[src/design/spq_pkg.sv]
`timescale 1ns / 1ps
// ----------------------------------------------------------------------------
// Stable priority queue package
// Shared sizes, word formats, codes and helper functions.
// ----------------------------------------------------------------------------
package spq_pkg;

    localparam int CAPACITY     = 16;
    localparam int TAG_BITS     = 16;
    localparam int RESULT_LIMIT = 16;
    localparam int CNT_W        = $clog2(CAPACITY + 1);
    localparam int RUN_W        = $clog2(RESULT_LIMIT + 1);

    localparam logic [2:0] CLASS_VVIP   = 3'd1;
    localparam logic [2:0] CLASS_VIP    = 3'd2;
    localparam logic [2:0] CLASS_MEMBER = 3'd3;
    localparam logic [2:0] CLASS_GUEST  = 3'd4;
    localparam logic [2:0] CLASS_NONE   = 3'd0;

    localparam logic [1:0] REQ_ADD       = 2'd0;
    localparam logic [1:0] REQ_SERVE_ONE = 2'd1;
    localparam logic [1:0] REQ_SERVE_ALL = 2'd2;
    localparam logic [1:0] REQ_DISMISS   = 2'd3;

    localparam logic [1:0] TABLE_VVIP    = 2'd0;
    localparam logic [1:0] TABLE_VIP     = 2'd1;
    localparam logic [1:0] TABLE_REGULAR = 2'd2;

    localparam logic [1:0] STATUS_OK    = 2'd0;
    localparam logic [1:0] STATUS_EMPTY = 2'd1;
    localparam logic [1:0] STATUS_FULL  = 2'd2;

    typedef struct packed {
        logic [1:0]  req_type;
        logic [2:0]  priority_class;
        logic [15:0] guest_tag;
    } in_word_t;

    typedef struct packed {
        logic        served_valid;
        logic [15:0] served_tag;
        logic [2:0]  served_class;
        logic [1:0]  table_kind;
        logic [1:0]  result_status;
        logic        last_of_run;
    } out_word_t;

    // One queue entry as held in a cell.
    typedef struct packed {
        logic [2:0]          cls;
        logic [TAG_BITS-1:0] tag;
    } entry_t;

    typedef enum logic [1:0] {
        CELL_HOLD,
        CELL_INSERT,
        CELL_POP
    } cell_op_t;

    typedef struct packed {
        cell_op_t op;
        logic     occupied;
    } cell_ctrl_t;

    // Out-of-range classes saturate to the nearest legal class.
    function automatic logic [2:0] sat_class(input logic [2:0] cls);
        logic [2:0] res;
        res = cls;
        if (cls < CLASS_VVIP) begin
            res = CLASS_VVIP;
        end else if (cls > CLASS_GUEST) begin
            res = CLASS_GUEST;
        end
        return res;
    endfunction

    function automatic logic [1:0] table_of(input logic [2:0] cls);
        logic [1:0] res;
        case (cls)
            CLASS_VVIP: res = TABLE_VVIP;
            CLASS_VIP:  res = TABLE_VIP;
            default:    res = TABLE_REGULAR;
        endcase
        return res;
    endfunction

endpackage

[src/design/spq_cell.sv]
`timescale 1ns / 1ps
// ----------------------------------------------------------------------------
// Stable priority queue cell
// One slot of the sorted chain; holds, inserts or shifts toward the front.
// ----------------------------------------------------------------------------
module spq_cell (
    input  logic               aclk,
    input  spq_pkg::cell_ctrl_t ctrl,
    input  spq_pkg::entry_t    new_entry,
    input  spq_pkg::entry_t    left_entry,
    input  logic               left_stays,
    input  spq_pkg::entry_t    right_entry,
    output spq_pkg::entry_t    entry,
    output logic               stays
);

    spq_pkg::entry_t entry_reg;
    spq_pkg::entry_t entry_next;

    // An occupied entry of equal or more urgent class keeps its place on an add.
    assign stays = ctrl.occupied && (entry_reg.cls <= new_entry.cls);
    assign entry = entry_reg;

    always_comb begin
        entry_next = entry_reg;
        case (ctrl.op)
            spq_pkg::CELL_INSERT: begin
                if (!stays) begin
                    entry_next = left_stays ? new_entry : left_entry;
                end
            end
            spq_pkg::CELL_POP: begin
                entry_next = right_entry;
            end
            default: begin
                entry_next = entry_reg;
            end
        endcase
    end

    always_ff @(posedge aclk) begin
        entry_reg <= entry_next;
    end

endmodule

[src/design/stable_priority_queue_top.sv]
`timescale 1ns / 1ps
// ----------------------------------------------------------------------------
// Stable priority queue top level
// Four-class queue, first-come-first-served within a class, built from a chain of cells.
// ----------------------------------------------------------------------------
// The queue holds up to CAPACITY entries in a row of cells kept in service
// order. Every cell compares its own class with the class of a new entry at
// once, so an add, a serve-one or a dismiss word gives one result word; a
// new word can be taken in every cycle as long as the result register is
// free or being read and no serve-all run is draining. A serve-all word
// gives one result word per served entry, at most RESULT_LIMIT of them. It
// holds the input side off until its last result word is registered: the
// chain shifts one entry toward the front per cycle and the single result
// register carries one entry per cycle, both only while the result register
// is free or being read. A serve on an empty queue reports the empty status,
// and an add to a full queue leaves the queue as it was and reports the full
// status.
// ----------------------------------------------------------------------------
module stable_priority_queue_top (
    input  logic               aclk,
    input  logic               aresetn,
    input  logic               s_valid,
    output logic               s_ready,
    input  spq_pkg::in_word_t  s_data,
    output logic               m_valid,
    input  logic               m_ready,
    output spq_pkg::out_word_t m_data
);

    typedef enum logic {
        ST_IDLE,
        ST_DRAIN
    } state_t;

    state_t                    state_reg, state_next;
    logic [spq_pkg::CNT_W-1:0] count_reg, count_next;
    logic [spq_pkg::RUN_W-1:0] remain_reg, remain_next;
    logic                      m_valid_reg, m_valid_next;
    spq_pkg::out_word_t        m_data_reg, m_data_next;

    logic                      out_free;
    logic                      accept;
    logic                      do_insert;
    logic                      do_pop;
    logic [spq_pkg::RUN_W-1:0] run_len;
    spq_pkg::entry_t           new_entry;
    spq_pkg::entry_t           front;
    spq_pkg::out_word_t        served_word;

    spq_pkg::entry_t           cell_entry [spq_pkg::CAPACITY];
    logic                      cell_stays [spq_pkg::CAPACITY];
    spq_pkg::cell_ctrl_t       cell_ctrl  [spq_pkg::CAPACITY];

    // The result register is free when empty or when its word leaves now.
    assign out_free = !m_valid_reg || m_ready;
    assign s_ready  = (state_reg == ST_IDLE) && out_free;
    assign accept   = s_valid && s_ready;
    assign m_valid  = m_valid_reg;
    assign m_data   = m_data_reg;

    assign new_entry.cls = spq_pkg::sat_class(s_data.priority_class);
    assign new_entry.tag = spq_pkg::TAG_BITS'(s_data.guest_tag);
    assign front         = cell_entry[0];

    // Number of entries a serve-all word drains.
    assign run_len = (32'(count_reg) > spq_pkg::RESULT_LIMIT)
                   ? spq_pkg::RUN_W'(spq_pkg::RESULT_LIMIT)
                   : spq_pkg::RUN_W'(count_reg);

    always_comb begin
        served_word               = '0;
        served_word.served_valid  = 1'b1;
        served_word.served_tag    = 16'(front.tag);
        served_word.served_class  = front.cls;
        served_word.table_kind    = spq_pkg::table_of(front.cls);
        served_word.result_status = spq_pkg::STATUS_OK;
    end

    always_comb begin
        state_next   = state_reg;
        count_next   = count_reg;
        remain_next  = remain_reg;
        m_valid_next = m_valid_reg && !m_ready;
        m_data_next  = m_data_reg;
        do_insert    = 1'b0;
        do_pop       = 1'b0;

        if (accept) begin
            m_valid_next             = 1'b1;
            m_data_next              = '0;
            m_data_next.last_of_run  = 1'b1;
            case (s_data.req_type)
                spq_pkg::REQ_ADD: begin
                    if (count_reg == spq_pkg::CNT_W'(spq_pkg::CAPACITY)) begin
                        m_data_next.result_status = spq_pkg::STATUS_FULL;
                    end else begin
                        do_insert  = 1'b1;
                        count_next = count_reg + 1'b1;
                    end
                end
                spq_pkg::REQ_SERVE_ONE: begin
                    if (count_reg == '0) begin
                        m_data_next.result_status = spq_pkg::STATUS_EMPTY;
                    end else begin
                        do_pop      = 1'b1;
                        count_next  = count_reg - 1'b1;
                        m_data_next = served_word;
                        m_data_next.last_of_run = 1'b1;
                    end
                end
                spq_pkg::REQ_SERVE_ALL: begin
                    if (count_reg == '0) begin
                        m_data_next.result_status = spq_pkg::STATUS_EMPTY;
                    end else begin
                        do_pop      = 1'b1;
                        count_next  = count_reg - 1'b1;
                        remain_next = run_len - 1'b1;
                        m_data_next = served_word;
                        m_data_next.last_of_run = (run_len == spq_pkg::RUN_W'(1));
                        if (run_len != spq_pkg::RUN_W'(1)) begin
                            state_next = ST_DRAIN;
                        end
                    end
                end
                spq_pkg::REQ_DISMISS: begin
                    count_next = '0;
                end
                default: begin
                    count_next = count_reg;
                end
            endcase
        end else if (state_reg == ST_DRAIN && out_free) begin
            // One more entry of a serve-all run leaves the front cell.
            do_pop       = 1'b1;
            count_next   = count_reg - 1'b1;
            remain_next  = remain_reg - 1'b1;
            m_valid_next = 1'b1;
            m_data_next  = served_word;
            m_data_next.last_of_run = (remain_reg == spq_pkg::RUN_W'(1));
            if (remain_reg == spq_pkg::RUN_W'(1)) begin
                state_next = ST_IDLE;
            end
        end
    end

    always_ff @(posedge aclk) begin
        if (!aresetn) begin
            state_reg   <= ST_IDLE;
            count_reg   <= '0;
            remain_reg  <= '0;
            m_valid_reg <= 1'b0;
        end else begin
            state_reg   <= state_next;
            count_reg   <= count_next;
            remain_reg  <= remain_next;
            m_valid_reg <= m_valid_next;
        end
        m_data_reg <= m_data_next;
    end

    // The cell chain. Cell 0 is the front of the queue.
    for (genvar i = 0; i < spq_pkg::CAPACITY; i++) begin : g_cell
        spq_pkg::entry_t left_e;
        spq_pkg::entry_t right_e;
        logic            left_s;

        always_comb begin
            cell_ctrl[i].occupied = (count_reg > spq_pkg::CNT_W'(i));
            if (do_insert) begin
                cell_ctrl[i].op = spq_pkg::CELL_INSERT;
            end else if (do_pop) begin
                cell_ctrl[i].op = spq_pkg::CELL_POP;
            end else begin
                cell_ctrl[i].op = spq_pkg::CELL_HOLD;
            end
        end

        if (i == 0) begin : g_head
            assign left_e = new_entry;
            assign left_s = 1'b1;
        end else begin : g_body
            assign left_e = cell_entry[i-1];
            assign left_s = cell_stays[i-1];
        end

        if (i == spq_pkg::CAPACITY - 1) begin : g_tail
            assign right_e = cell_entry[i];
        end else begin : g_mid
            assign right_e = cell_entry[i+1];
        end

        spq_cell u_cell (
            .aclk        (aclk),
            .ctrl        (cell_ctrl[i]),
            .new_entry   (new_entry),
            .left_entry  (left_e),
            .left_stays  (left_s),
            .right_entry (right_e),
            .entry       (cell_entry[i]),
            .stays       (cell_stays[i])
        );
    end

    // ------------------------------------------------------------------------
    // Assertions
    // ------------------------------------------------------------------------
    a_count_bound : assert property (@(posedge aclk) disable iff (!aresetn)
        count_reg <= spq_pkg::CNT_W'(spq_pkg::CAPACITY))
        else $error("entry count exceeds capacity");

    a_drain_remain : assert property (@(posedge aclk) disable iff (!aresetn)
        (state_reg == ST_DRAIN) |-> (remain_reg != '0) && (count_reg != '0))
        else $error("drain run with nothing left to serve");

    a_full_add_keeps : assert property (@(posedge aclk) disable iff (!aresetn)
        (accept && s_data.req_type == spq_pkg::REQ_ADD
         && count_reg == spq_pkg::CNT_W'(spq_pkg::CAPACITY))
        |=> $stable(count_reg) && m_data_reg.result_status == spq_pkg::STATUS_FULL)
        else $error("add to a full queue changed the queue");

    a_served_class : assert property (@(posedge aclk) disable iff (!aresetn)
        (m_valid_reg && m_data_reg.served_valid)
        |-> (m_data_reg.served_class != spq_pkg::CLASS_NONE))
        else $error("served word without a class");

    a_drain_last : assert property (@(posedge aclk) disable iff (!aresetn)
        (state_reg == ST_DRAIN && !accept && out_free)
        |=> m_valid_reg && (m_data_reg.last_of_run == (state_reg == ST_IDLE)))
        else $error("last-of-run flag out of step with the drain run");

endmodule

[config.mk]
export PLATFORM = sky130hd
export DESIGN_NAME = stable_priority_queue_top
export DESIGN_NICKNAME = d
export VERILOG_FILES = /design/src/design/spq_pkg.sv /design/src/design/spq_cell.sv /design/src/design/stable_priority_queue_top.sv
export SDC_FILE = /design/constraint.sdc
export NUM_CORES = 1
export LEC_CHECK = 0
export BUFFER_PORTS_ARGS = -buffer_cell sky130_fd_sc_hd__buf_4
export CORE_MARGIN = 2
export CORE_UTILIZATION = 63
export CTS_CLUSTER_SIZE = 12
export DETAILED_ROUTE_END_ITERATION = 7
export PLACE_DENSITY = 0.88
export SYNTH_ARGS = -nofsm -noshare
export SYNTH_HDL_FRONTEND = slang
export SYNTH_SLANG_ARGS = --single-unit
[constraint.sdc]
create_clock -name aclk -period 5.75 [get_ports aclk]
set_input_delay 0.8625 -clock aclk [delete_from_list [all_inputs] [get_ports aclk]]
set_output_delay 0.8625 -clock aclk [all_outputs]
set_load 0.01 [all_outputs]
; Word-level counts from Yosys, hierarchy flattened
; Cells that the tools add are included.
[op_classes]
n_addsub = 4
n_lt_le_gt_ge = 35
n_eq_ne = 31
mux = 84
bitwise_logic = 2
reduce_logical = 48
[ops]
columns = op, count
row1 = 19-bit two-way mux, 30
row2 = 19-bit one-hot mux with 2 select lines, 15
row3 = 25-bit two-way mux, 2
row4 = 3-bit <= comparator, 16
row5 = 5-bit two-way mux, 9
row6 = 22-bit two-way mux, 2
row7 = 5-bit by 4-bit greater-than comparator with 1-bit output (second input constant), 8
row8 = 2-bit != test (second input constant), 16
row9 = 2-bit AND reduction, 16
row10 = 5-bit by 3-bit greater-than comparator with 1-bit output (second input constant), 4
row11 = 1-bit logical AND, 20
row12 = 1-bit two-way mux, 18
row13 = 5-bit one-hot mux with 3 select lines, 1
row14 = 5-bit by 1-bit subtractor with 5-bit output (second input constant), 3
row15 = 5-bit by 1-bit == test with 1-bit output (second input constant), 2
row16 = 5-bit by 1-bit greater-than comparator with 1-bit output (second input constant), 2
row17 = 5-bit by 2-bit greater-than comparator with 1-bit output (second input constant), 2
row18 = 2-bit one-hot mux with 2 select lines, 2
row19 = 2-bit == test (second input constant), 3
row20 = 2-bit two-way mux, 3
row21 = 3-bit two-way mux, 2
row22 = 3-bit != test (second input constant), 2
row23 = 3-bit AND reduction, 2
row24 = 2-bit nonzero test, 3
row25 = other kinds (17), 21
[totals]
register_bits = 341
input_bits = 25
output_inout_bits = 27
word_cells = 246

; Logic depth before layout (Yosys ltp)
; Gate-level depths: netlist of the first run.
[logic_depth]
word_depth = 10
mapped_depth = 12
ltp_nobuf = 9

; Modules after synthesis
; A second synthesis of the first run with hierarchy kept.
[unflattened]
hier_cells = 1789
hier_area_um2 = 20398.3
[modules_own_cells]
columns = module, instances, cells_each, area_each_um2, seq_area_each_um2
row1 = spq_cell, 16, 97, 1133.6, 570.5
row2 = stable_priority_queue_top, 1, 237, 2260.9, 991.0

; Worst setup path after synthesis of the first run
; No wires, ideal clock.
[synth_path]
kind = input to register
from = input port s_data[18] in the netlist's numbering
to = register g_cell[12].u_cell.entry_reg (netlist bit g_cell[12].u_cell.entry[0]), enable pin
setup_ns = 0.421
t_arrival_ns = 4.622
t_required_ns = 5.329
path_slack_ns = 0.706
cell_stages = 10
path_cell_list = clkbuf_1 a21oi_1 clkbuf_1 ha_1 nand3_1 o21ai_0 o21ai_0 clkbuf_1 inv_1 o21ai_0
[synth_via]
elab_chain_len = 7
word_cells_on_any_way = 8
[synth_lines]
columns = item, line_no
row1 = "start, declared", stable_priority_queue_top.sv:24  ; input spq_pkg::in_word_t s_data,
row2 = 3-bit greater-than comparator, spq_pkg.sv:71  ; end else if (cls > CLASS_GUEST) begin
row3 = 3-bit two-way mux, spq_pkg.sv:71
row4 = 3-bit two-way mux (*), spq_pkg.sv:69  ; if (cls < CLASS_VVIP) begin
row5 = 3-bit <= comparator (*), spq_cell.sv:21  ; assign stays = ctrl.occupied && (entry_reg.cls <= new_entry.cls);
row6 = 1-bit logical AND (*), spq_cell.sv:21
row7 = 2-bit != test (no source line) (*), --
row8 = 2-bit AND reduction (no source line) (*), --
row9 = "end signal, assigned", spq_cell.sv:42  ; entry_reg <= entry_next;
row10 = "end, declared", spq_cell.sv:17  ; spq_pkg::entry_t entry_reg;
; Every way passes the cells marked *; elsewhere a longest branch is shown, timed or not.
; A chain may end at the register's enable or synchronous reset.

; Worst setup path in the final report of the first run
[layout_path]
from = input port s_data[18] in the netlist's numbering
to = register g_cell[9].u_cell.entry_reg (netlist bit g_cell[9].u_cell.entry[11]), enable pin
[layout_via]
elab_chain_len = 7
word_cells_on_any_way = 8
[layout_lines]
columns = item, line_no
row1 = 3-bit greater-than comparator, spq_pkg.sv:71
row2 = 3-bit two-way mux, spq_pkg.sv:71
row3 = 3-bit two-way mux (*), spq_pkg.sv:69
row4 = 3-bit <= comparator (*), spq_cell.sv:21
row5 = 1-bit logical AND (*), spq_cell.sv:21
row6 = 2-bit != test (no source line) (*), --
row7 = 2-bit AND reduction (no source line) (*), --
row8 = "end signal, assigned", spq_cell.sv:42
row9 = "end, declared", spq_cell.sv:17
; Marked as above.

==> metrics.md, run 1 <==
| Metric | Value |
|---|---|
| Synth top area share | 52.6% |
| DP HPWL | 26.7 mm |
| Most frequent CP cell | buf_4 |
| Die Ht | 177 µm |
| Switching part of the total | 31.7% |
| Cell Area, Synth | 18800 µm² |
| Initial antenna violation count | 1 |
| Setup Fix Bufs, Post-CTS | 0 |
| Commonest cells after routing, fill and taps aside | edfxtp_1 (329), a21oi_1 (291), nor2_1 (290), mux2i_1 (269), buf_4 (86) |
| Hold crit path type | flop to flop |
| Slew Limit Fails | 0 |
| Hold path cells | 2 |
| Mean routed wirelength per cell | 19.3 µm |
| Number of synthesized register bits | 341 |
| Total grt overflow | 0 |
| Clock power share | 25.6% |
| Pre-CTS worst setup slack | 1.66 ns |
| Worst Skew | 0.0236 ns |
| Die area | 31200 µm² |
| Critical Path End Type | flop |
| Worst-path maximum fanout | 22 |
| NetSw | 2.68 mW |
| CTS resizes | 0 |
| Number of H-tree levels | 2 |
| # setup viols final | 0 |
| Drt drc | 0 |
| Slew @ Worst Pin | 1.21 ns |
| Critical path depth in cells | 8 |
| Status | completed |
| Power per cell area | 418 nW/µm² |
| Peak VDD IR | 0.270 mV |
| Peak Freq | 276 MHz |
| Internal power | 5.80 mW |
| R2R setup slack | 2.42 ns |
| Period utilisation layout | 63.1% |
| Synth Warn # | 0 |
| Final Critical Period | 3.63 ns |
| I/O pins | 52 |
| Storage cell area | 10100 µm² |
| Sequential area share after synthesis | 53.9% |
| RR Startpoint | count_reg[0]$_SDFFE_PN0P_ |
| Hold Vio Cnt, Final | 0 |
| Gpl congestion | 0.892 |
| Largest net degree at the start of global routing | 244 |
| Area grow syn2layout | 7.96% |
| Worst reg2reg path endpoint | g_cell[13].u_cell.entry[12]$_DFFE_PP_ |
| Crit path required time | 5.90 ns |
| Via-per-instance ratio | 6.17 |
| Row cnt | 63 |
| Syn Inst Count | 1656 |
| Worst Setup Start Kind | input pin |
| Clk_lat worst skew | 0.54 ns |
| Global-route wire length before repair | 64.5 mm |
| Share of layout cells above drive strength 1 | 11.9% |
| Placeable core area | 29500 µm² |
| Total CTS buffers | 36 |
| Synth unique cells | 58 |
| GRT Overall Usage | 25.6% |
| Syn avg cell area | 11.3 µm² |
| Worst setup margin | 2.12 ns |
| Total power | 8.48 mW |
| # hold bufs at CTS | 0 |
| # fillers | 2013 |
| Commonest non-fill, non-tap cell in the layout | edfxtp_1 |
| Pleak | 7.65 nW |
| Max clock buf depth | 3 |
| Worst relative slew slack | 19.5% |
| Synth area leaders | edfxtp_1 (53%), mux2i_1 (14%), a21oi_1 (8.0%) |
| Initial Util | 63.7% |
| Worst-path cell chain | buf_4 > a21oi_2 > buf_4 > ha_1 > nand3_1 > a21oi_2 > buf_4 > o21ai_2 |
| Number of global-route vias before repair | 12500 |
| CP peak stage delay | 0.89 ns |
| WS Path Type | input pin to flop |
| R2R depth | 7 |
| WL final | 39.8 mm |
| Crit path max-delay family | compound AO/OA/AOI/OAI gates |
| Max FFs per register | 304 |
| HP Start | remain_reg[4]$_SDFFE_PN0P_ |
| Worst Hold Path EP | remain_reg[4]$_SDFFE_PN0P_ |
| Sink Count | 341 |
| Syn Nets | 1741 |
| Placed Instances | 2003 |
| Layout Cells excl Fill | 2060 |
| RSZ-0062 raised after global routing | false |
| CTS tree | built |
| Clk root buf | clkbuf_16 |
| Async S/R FF share, synth | 0% |
| Antenna-violating nets left | 0 |
| Slowest library cell on the worst path | a21oi_2 |
| Routed vias | 12700 |
| Nets | 1736 |
| Post-layout util | 68.8% |
| WP data arrival | 3.78 ns |
| Setup TNS | 0 ns |
| Clk slew on worst S/H paths | 0.06 ns |
| Chip Width | 177 µm |
| Router iterations before antenna repair | 5 |
| Area of the multi-input gates | 7760 µm² |
| # Max-Cap Violations | 0 |
| Sequential share of power | 45.4% |
| EDFF count, synth | 329 |
| Combinational cell fraction of total power | 29.0% |
| Worst path buffer plus inverter count | 3 |
| Main synth FF type | edfxtp_1 |
| Synth area leader | edfxtp_1 |
| First DRT Iteration DRCs | 1354 |
| I/O Buffers | 51 |
tightest hold or removal path: stages, from the launching register on:
cell and delay [ns]:
dfxtp_1 0.31, o21ai_0 0.06, a21boi_0 0.07
routing by layer:
layer | up-vias | global-route usage (%) | wire length, µm
li1 | 6028 | - | -
met1 | 6117 | 33.6 | 16700
met2 | 490 | 43.6 | 19400
met3 | 79 | 4.27 | 2670
met4 | 0 | 8.54 | 999
met5 | - | 0 | 0
logic make-up after synthesis:
logic type,Yosys count,synth area share [%]
AND/OR/NAND/NOR,395,9.00
AO/OA/AOI/OAI,381,10.8
flip-flops,341,53.9
multiplexers,306,16.9
buffers and inverters,170,5.26
adder cells (fa/ha/maj),60,4.00
XOR/XNOR,3,0.140
synthesized netlist by cell type, drive strengths merged (2+ instances only):
cell type,n
nand2,25
clkbuf,37
nand3,19
nor3b,2
a21oi,300
nor2b,26
nand2b,4
a21boi,4
nand4,2
edfxtp,329
a31oi,5
o21a,2
or2,2
a41oi,2
a21o,2
o21ai,46
xnor2,3
and3,2
nand3b,9
o211ai,6
ha,60
nor3,5
inv,39
dfxtp,12
nor2,290
mux2,37
buf,94
mux2i,269
and2,3
o31a,2
worst max path at each step:
stage	start	end	slack, ns
2_1_floorplan	s_data[18]	g_cell[12].u_cell.entry[0]$_DFFE_PP_	0.71
3_3_place_gp	s_data[18]	g_cell[8].u_cell.entry[6]$_DFFE_PP_	1.74
3_5_place_dp	s_data[18]	g_cell[9].u_cell.entry[6]$_DFFE_PP_	1.66
4_1_cts	s_data[18]	g_cell[9].u_cell.entry[11]$_DFFE_PP_	2.17
5_1_grt	s_data[18]	g_cell[8].u_cell.entry[14]$_DFFE_PP_	1.94
6_report	s_data[18]	g_cell[9].u_cell.entry[11]$_DFFE_PP_	2.12
per-stage QoR:
stage | hold slack, ns | area, µm²
global route | 0.542 | 20300
detailed placement | 0.484 | 19200
CTS | 0.491 | 20300
global placement | 0.470 | 19200
finish | 0.492 | 20300
floorplan | 0.458 | 18800
power groups by stage:
stage / sequential [mW] / combinational [mW] / clock, mW
finish: 3.85 / 2.46 / 2.17
global route: 3.91 / 2.70 / 2.29
CTS: 3.84 / 2.44 / 2.20
detailed placement: 3.88 / 2.41 / 0
global placement: 3.85 / 2.28 / 0
floorplan: 3.77 / 1.95 / 0
final cells by class:
| cell class | count | area share, % |
|---|---|---|
| antenna | 2 | 0.0247 |
| timing repair buffer | 88 | 3.38 |
| tap | 390 | 2.41 |
| clock buffer | 43 | 4.57 |
| inverter | 39 | 0.722 |
| multi-input combinational | 1145 | 38.3 |
| sequential | 341 | 49.9 |
| clock inverter | 12 | 0.660 |
Note: power is estimated with default switching activity, not from simulation.
==> run 2: changes to the inputs <==
==> constraint.sdc (replaced) <==
create_clock -name aclk -period 3.5 [get_ports aclk]
set_input_delay 0.525 -clock aclk [delete_from_list [all_inputs] [get_ports aclk]]
set_output_delay 0.525 -clock aclk [all_outputs]
set_load 0.01 [all_outputs]
==> run 2 against run 1 <==
Against the previous run:
- register-to-register slack worse by 2.0 ns
- cell count rose by 1.0%
- global-route usage is 0.61 points higher
- combinational power increased by 72%
- critical path depth unchanged
- clock skew rose by 0.0061 ns
- clock-buffer cell count grew 3
- critical endpoint is now g_cell[14].u_cell.entry[12]$_DFFE_PP_
- largest power group unchanged
==> metrics.md, run 2 (same netlist as run 1, synthesis figures left out) <==
| Metric | Value |
|---|---|
| Die area | 31200 µm² |
| Hold crit path type | input pin to flop |
| Number of H-tree levels | 2 |
| Clk slew on worst S/H paths | 0.06 ns |
| GRT Overall Usage | 26.3% |
| Row cnt | 63 |
| Worst setup margin | 0.408 ns |
| Hold Vio Cnt, Final | 0 |
| Period utilisation layout | 88.4% |
| Gpl congestion | 0.904 |
| # fillers | 1922 |
| I/O Buffers | 51 |
| Area of the multi-input gates | 7810 µm² |
| Placeable core area | 29500 µm² |
| Antenna-violating nets left | 0 |
| Router iterations before antenna repair | 5 |
| Post-layout util | 69.6% |
| Area grow syn2layout | 9.25% |
| WS Path Type | flop to flop |
| Mean routed wirelength per cell | 20.0 µm |
| Clk root buf | clkbuf_16 |
| CP endpoint | g_cell[14].u_cell.entry[12]$_DFFE_PP_ |
| Setup TNS | 0 ns |
| Worst Setup Start Kind | flop |
| Commonest non-fill, non-tap cell in the layout | edfxtp_1 |
| I/O pins | 52 |
| Power per cell area | 679 nW/µm² |
| Number of global-route vias before repair | 12700 |
| Chip Width | 177 µm |
| Total power | 13.9 mW |
| Max FFs per register | 304 |
| Placed Instances | 2023 |
| Die Ht | 177 µm |
| First DRT Iteration DRCs | 1414 |
| # setup viols final | 0 |
| DP HPWL | 27.3 mm |
| Commonest cells after routing, fill and taps aside | edfxtp_1 (329), a21oi_1 (291), nor2_1 (290), mux2i_1 (269), buf_4 (97) |
| # Max-Cap Violations | 0 |
| WP data arrival | 3.27 ns |
| Layout Cells excl Fill | 2081 |
| RSZ-0062 raised after global routing | false |
| Routed vias | 13000 |
| R2R setup slack | 0.41 ns |
| Peak VDD IR | 0.408 mV |
| Crit path required time | 3.68 ns |
| R2R depth | 8 |
| Worst Skew | 0.0297 ns |
| Final Critical Period | 3.09 ns |
| RR Startpoint | count_reg[0]$_SDFFE_PN0P_ |
| Initial antenna violation count | 4 |
| Share of layout cells above drive strength 1 | 13.3% |
| Global-route wire length before repair | 66.3 mm |
| Initial Util | 63.7% |
| Slew Limit Fails | 0 |
| CTS tree | built |
| Status | completed |
| WL final | 41.6 mm |
| Max clock buf depth | 3 |
| Worst-path maximum fanout | 57 |
| Peak Freq | 323 MHz |
| Critical Path End Type | flop |
| CTS resizes | 0 |
| # hold bufs at CTS | 0 |
| Worst reg2reg path endpoint | g_cell[14].u_cell.entry[12]$_DFFE_PP_ |
| Pre-CTS worst setup slack | 0.325 ns |
| Via-per-instance ratio | 6.25 |
| Nets | 1756 |
| Drt drc | 0 |
| Pleak | 7.77 nW |
| Sink Count | 341 |
| Setup Fix Bufs, Post-CTS | 0 |
| Worst relative slew slack | 28.8% |
| Crit path from | count_reg[0]$_SDFFE_PN0P_ |
| Clk_lat worst skew | 0.53 ns |
| Total grt overflow | 0 |
| Storage cell area | 10100 µm² |
| Largest net degree at the start of global routing | 81 |
| Total CTS buffers | 36 |
| Slew @ Worst Pin | 1.07 ns |
run 2: cell type report:
type	instances	area share (%)
Sequential cell	341	49.3
Multi-Input combinational cell	1145	38.1
Timing Repair Buffer	108	4.62
Clock buffer	46	4.58
Tap cell	390	2.38
Inverter	39	0.714
Clock inverter	8	0.250
Antenna cell	4	0.0488
run 2: how the worst min path moves through the flow:
stage	start	endpoint	depth (start not counted)
2_1_floorplan	remain_reg[4]$_SDFFE_PN0P_	remain_reg[4]$_SDFFE_PN0P_	2
3_3_place_gp	remain_reg[4]$_SDFFE_PN0P_	remain_reg[4]$_SDFFE_PN0P_	2
3_5_place_dp	remain_reg[4]$_SDFFE_PN0P_	remain_reg[4]$_SDFFE_PN0P_	2
4_1_cts	s_valid	m_valid$_SDFF_PN0_	2
5_1_grt	s_valid	m_valid$_SDFF_PN0_	2
6_report	s_valid	m_valid$_SDFF_PN0_	2
run 2: worst max-delay path, stage by stage (launching register included):
cell and delay, ns:
dfxtp_1 0.43, inv_1 0.21, ha_1 0.33, or3b_1 0.42
a221oi_2 0.34, o21ai_4 0.23, buf_12 0.25, o21ai_2 0.18
buf_4 0.34
run 2: metal layers:
layer	GRT usage (%)	wire, µm
met1	34.7	17100
met2	44.6	20600
met3	3.80	2750
met4	9.02	1230
met5	0	0
run 2: report_power, final:
part           switching, mW  internal, mW  total, mW
clock                   1.51          1.88       3.39
combinational           2.43          1.80       4.23
sequential             0.541          5.78       6.32
run 2: stage by stage:
step	instance area, µm²	hold WS [ns]
after detailed placement	19500	0.490
after global routing	20500	0.256
final	20500	0.262
after floorplan	18900	0.458
after global placement	19500	0.475
after CTS	20500	0.251
==> run 3: changes to the inputs <==
--- a/config.mk
+++ b/config.mk
@@ -8,6 +8,7 @@
 export BUFFER_PORTS_ARGS = -buffer_cell sky130_fd_sc_hd__buf_4
 export CORE_MARGIN = 2
 export CORE_UTILIZATION = 63
+export CTS_CLUSTER_DIAMETER = 200
 export CTS_CLUSTER_SIZE = 12
 export DETAILED_ROUTE_END_ITERATION = 7
 export PLACE_DENSITY = 0.88
==> constraint.sdc (replaced) <==
create_clock -name aclk -period 3.5 [get_ports aclk]
set_input_delay 0.175 -clock aclk [delete_from_list [all_inputs] [get_ports aclk]]
set_output_delay 0.175 -clock aclk [all_outputs]
set_load 0.01 [all_outputs]
==> run 3 against run 2 <==
Against the previous run:
- sequential power is essentially flat
- final area shrank 0.69%
- critical path depth is the same
==> metrics.md, run 3 (same netlist as run 1, synthesis figures left out) <==
| Metric | Value |
|---|---|
| Slew Limit Fails | 0 |
| GRT Overall Usage | 26.7% |
| Clk slew on worst S/H paths | 0.07 ns |
| WS Path Type | flop to flop |
| Die Ht | 177 µm |
| Setup TNS | 0 ns |
| First DRT Iteration DRCs | 1446 |
| Status | completed |
| Worst Skew | 0.0221 ns |
| Clock power share | 23.7% |
| Drt drc | 0 |
| WL final | 41.9 mm |
| Initial Util | 63.7% |
| I/O pins | 52 |
| Commonest cells after routing, fill and taps aside | edfxtp_1 (329), a21oi_1 (291), nor2_1 (290), mux2i_1 (269), buf_4 (96) |
| Chip Width | 177 µm |
| Routed vias | 13100 |
| Mean routed wirelength per cell | 20.3 µm |
| Clk_lat worst skew | 0.52 ns |
| Gpl congestion | 0.858 |
| Largest net degree at the start of global routing | 116 |
| Die area | 31200 µm² |
| Max clock buf depth | 3 |
| Initial antenna violation count | 1 |
| Crit path from | count_reg[0]$_SDFFE_PN0P_ |
| NetSw | 4.45 mW |
| Router iterations before antenna repair | 6 |
| Clk root buf | clkbuf_16 |
| Sink Count | 341 |
| Nets | 1753 |
| Pleak | 7.71 nW |
| Share of layout cells above drive strength 1 | 12.6% |
| I/O Buffers | 51 |
| Row cnt | 63 |
| CTS tree | built |
| Power per cell area | 678 nW/µm² |
| Crit path required time | 3.75 ns |
| Hold path cells | 2 |
| Area grow syn2layout | 8.50% |
| Sequential share of power | 45.9% |
| Max FFs per register | 304 |
| Total CTS buffers | 34 |
| RSZ-0062 raised after global routing | false |
| Switching part of the total | 32.2% |
| Peak VDD IR | 0.381 mV |
| Peak Freq | 324 MHz |
| Number of global-route vias before repair | 12900 |
| # Max-Cap Violations | 0 |
| Combinational cell fraction of total power | 30.4% |
| Worst Setup Start Kind | flop |
| # setup viols final | 0 |
| Placeable core area | 29500 µm² |
| Setup Fix Bufs, Post-CTS | 0 |
| Internal power | 9.36 mW |
| Number of H-tree levels | 2 |
| R2R depth | 8 |
| Total grt overflow | 0 |
| DP HPWL | 28.1 mm |
| Worst relative slew slack | 29.6% |
| Global-route wire length before repair | 67.2 mm |
| Final Critical Period | 3.09 ns |
| RR Startpoint | count_reg[0]$_SDFFE_PN0P_ |
| Worst-path maximum fanout | 38 |
| Hold Vio Cnt, Final | 0 |
| HP Start | s_data[5] |
| WP data arrival | 3.34 ns |
| Critical Path End Type | flop |
| Layout Cells excl Fill | 2066 |
| Hold crit path type | input pin to flop |
| Placed Instances | 2019 |
| Via-per-instance ratio | 6.36 |
| Antenna-violating nets left | 0 |
| Commonest non-fill, non-tap cell in the layout | edfxtp_1 |
| Period utilisation layout | 88.3% |
| Slew @ Worst Pin | 1.06 ns |
run 3: timing repair:
item | in CTS | in global routing
gates resized for setup | 0 | 0
hold endpoints to repair | 4 | 0
hold buffers | 3 | 0
run 3: final timing paths:
path                                                       endpoint  slack [ns]
worst max-delay path            g_cell[2].u_cell.entry[3]$_DFFE_PP_        0.41
worst min-delay path            g_cell[0].u_cell.entry[5]$_DFFE_PP_        0.13
worst max register to register  g_cell[2].u_cell.entry[3]$_DFFE_PP_        0.41
worst min register to register           remain_reg[4]$_SDFFE_PN0P_        0.53
run 3: cell type report:
type | count | area (µm²)
flip-flops and latches | 341 | 10100
fillers | 1929 | 9110
multi-input cells | 1145 | 7770
repair buffers | 107 | 911
clock buffers | 39 | 891
well taps | 390 | 488
inverters | 39 | 146
clock inverters | 3 | 41.3
diodes | 2 | 5.00
run 3: power by group through the flow:
stage          clock network (mW)  registers [mW]  logic [mW]
6_report                     3.27            6.34        4.20
5_1_grt                      3.43            6.42        4.58
4_1_cts                      3.30            6.32        4.15
3_5_place_dp                    0            6.37        4.08
3_3_place_gp                    0            6.31        3.83
2_1_floorplan                   0            6.19        3.20
run 3: metrics by stage:
| step | setup WS, ns | hold WS [ns] | utilization (%) | power, mW | instance area [µm²] |
|---|---|---|---|---|---|
| after floorplan | -0.346 | 0.308 | - | 9.39 | 18800 |
| after global placement | 0.597 | 0.425 | 65.8 | 10.1 | 19400 |
| after detailed placement | 0.473 | 0.432 | 65.8 | 10.4 | 19400 |
| after CTS | 0.465 | 0.110 | 69.1 | 13.8 | 20400 |
| after global routing | 0.159 | 0.124 | 69.1 | 14.4 | 20400 |
| final | 0.409 | 0.130 | 69.1 | 13.8 | 20400 |
run 3: worst max-delay path: stages (launching register included):
cell	delay [ns]
dfxtp_1	0.53
inv_1	0.18
ha_1	0.31
or3b_1	0.22
a221oi_2	0.08
o21ai_4	0.64
buf_12	0.30
buf_4	0.38
a21oi_1	0.15
run 3: routing by layer:
metal / global-route usage, % / up-vias / share of wire [%]
li1: - / 6057 / -
met1: 35.0 / 6356 / 40
met2: 46.0 / 625 / 50
met3: 3.33 / 108 / 6.7
met4: 9.50 / 0 / 2.9
met5: 0 / - / 0
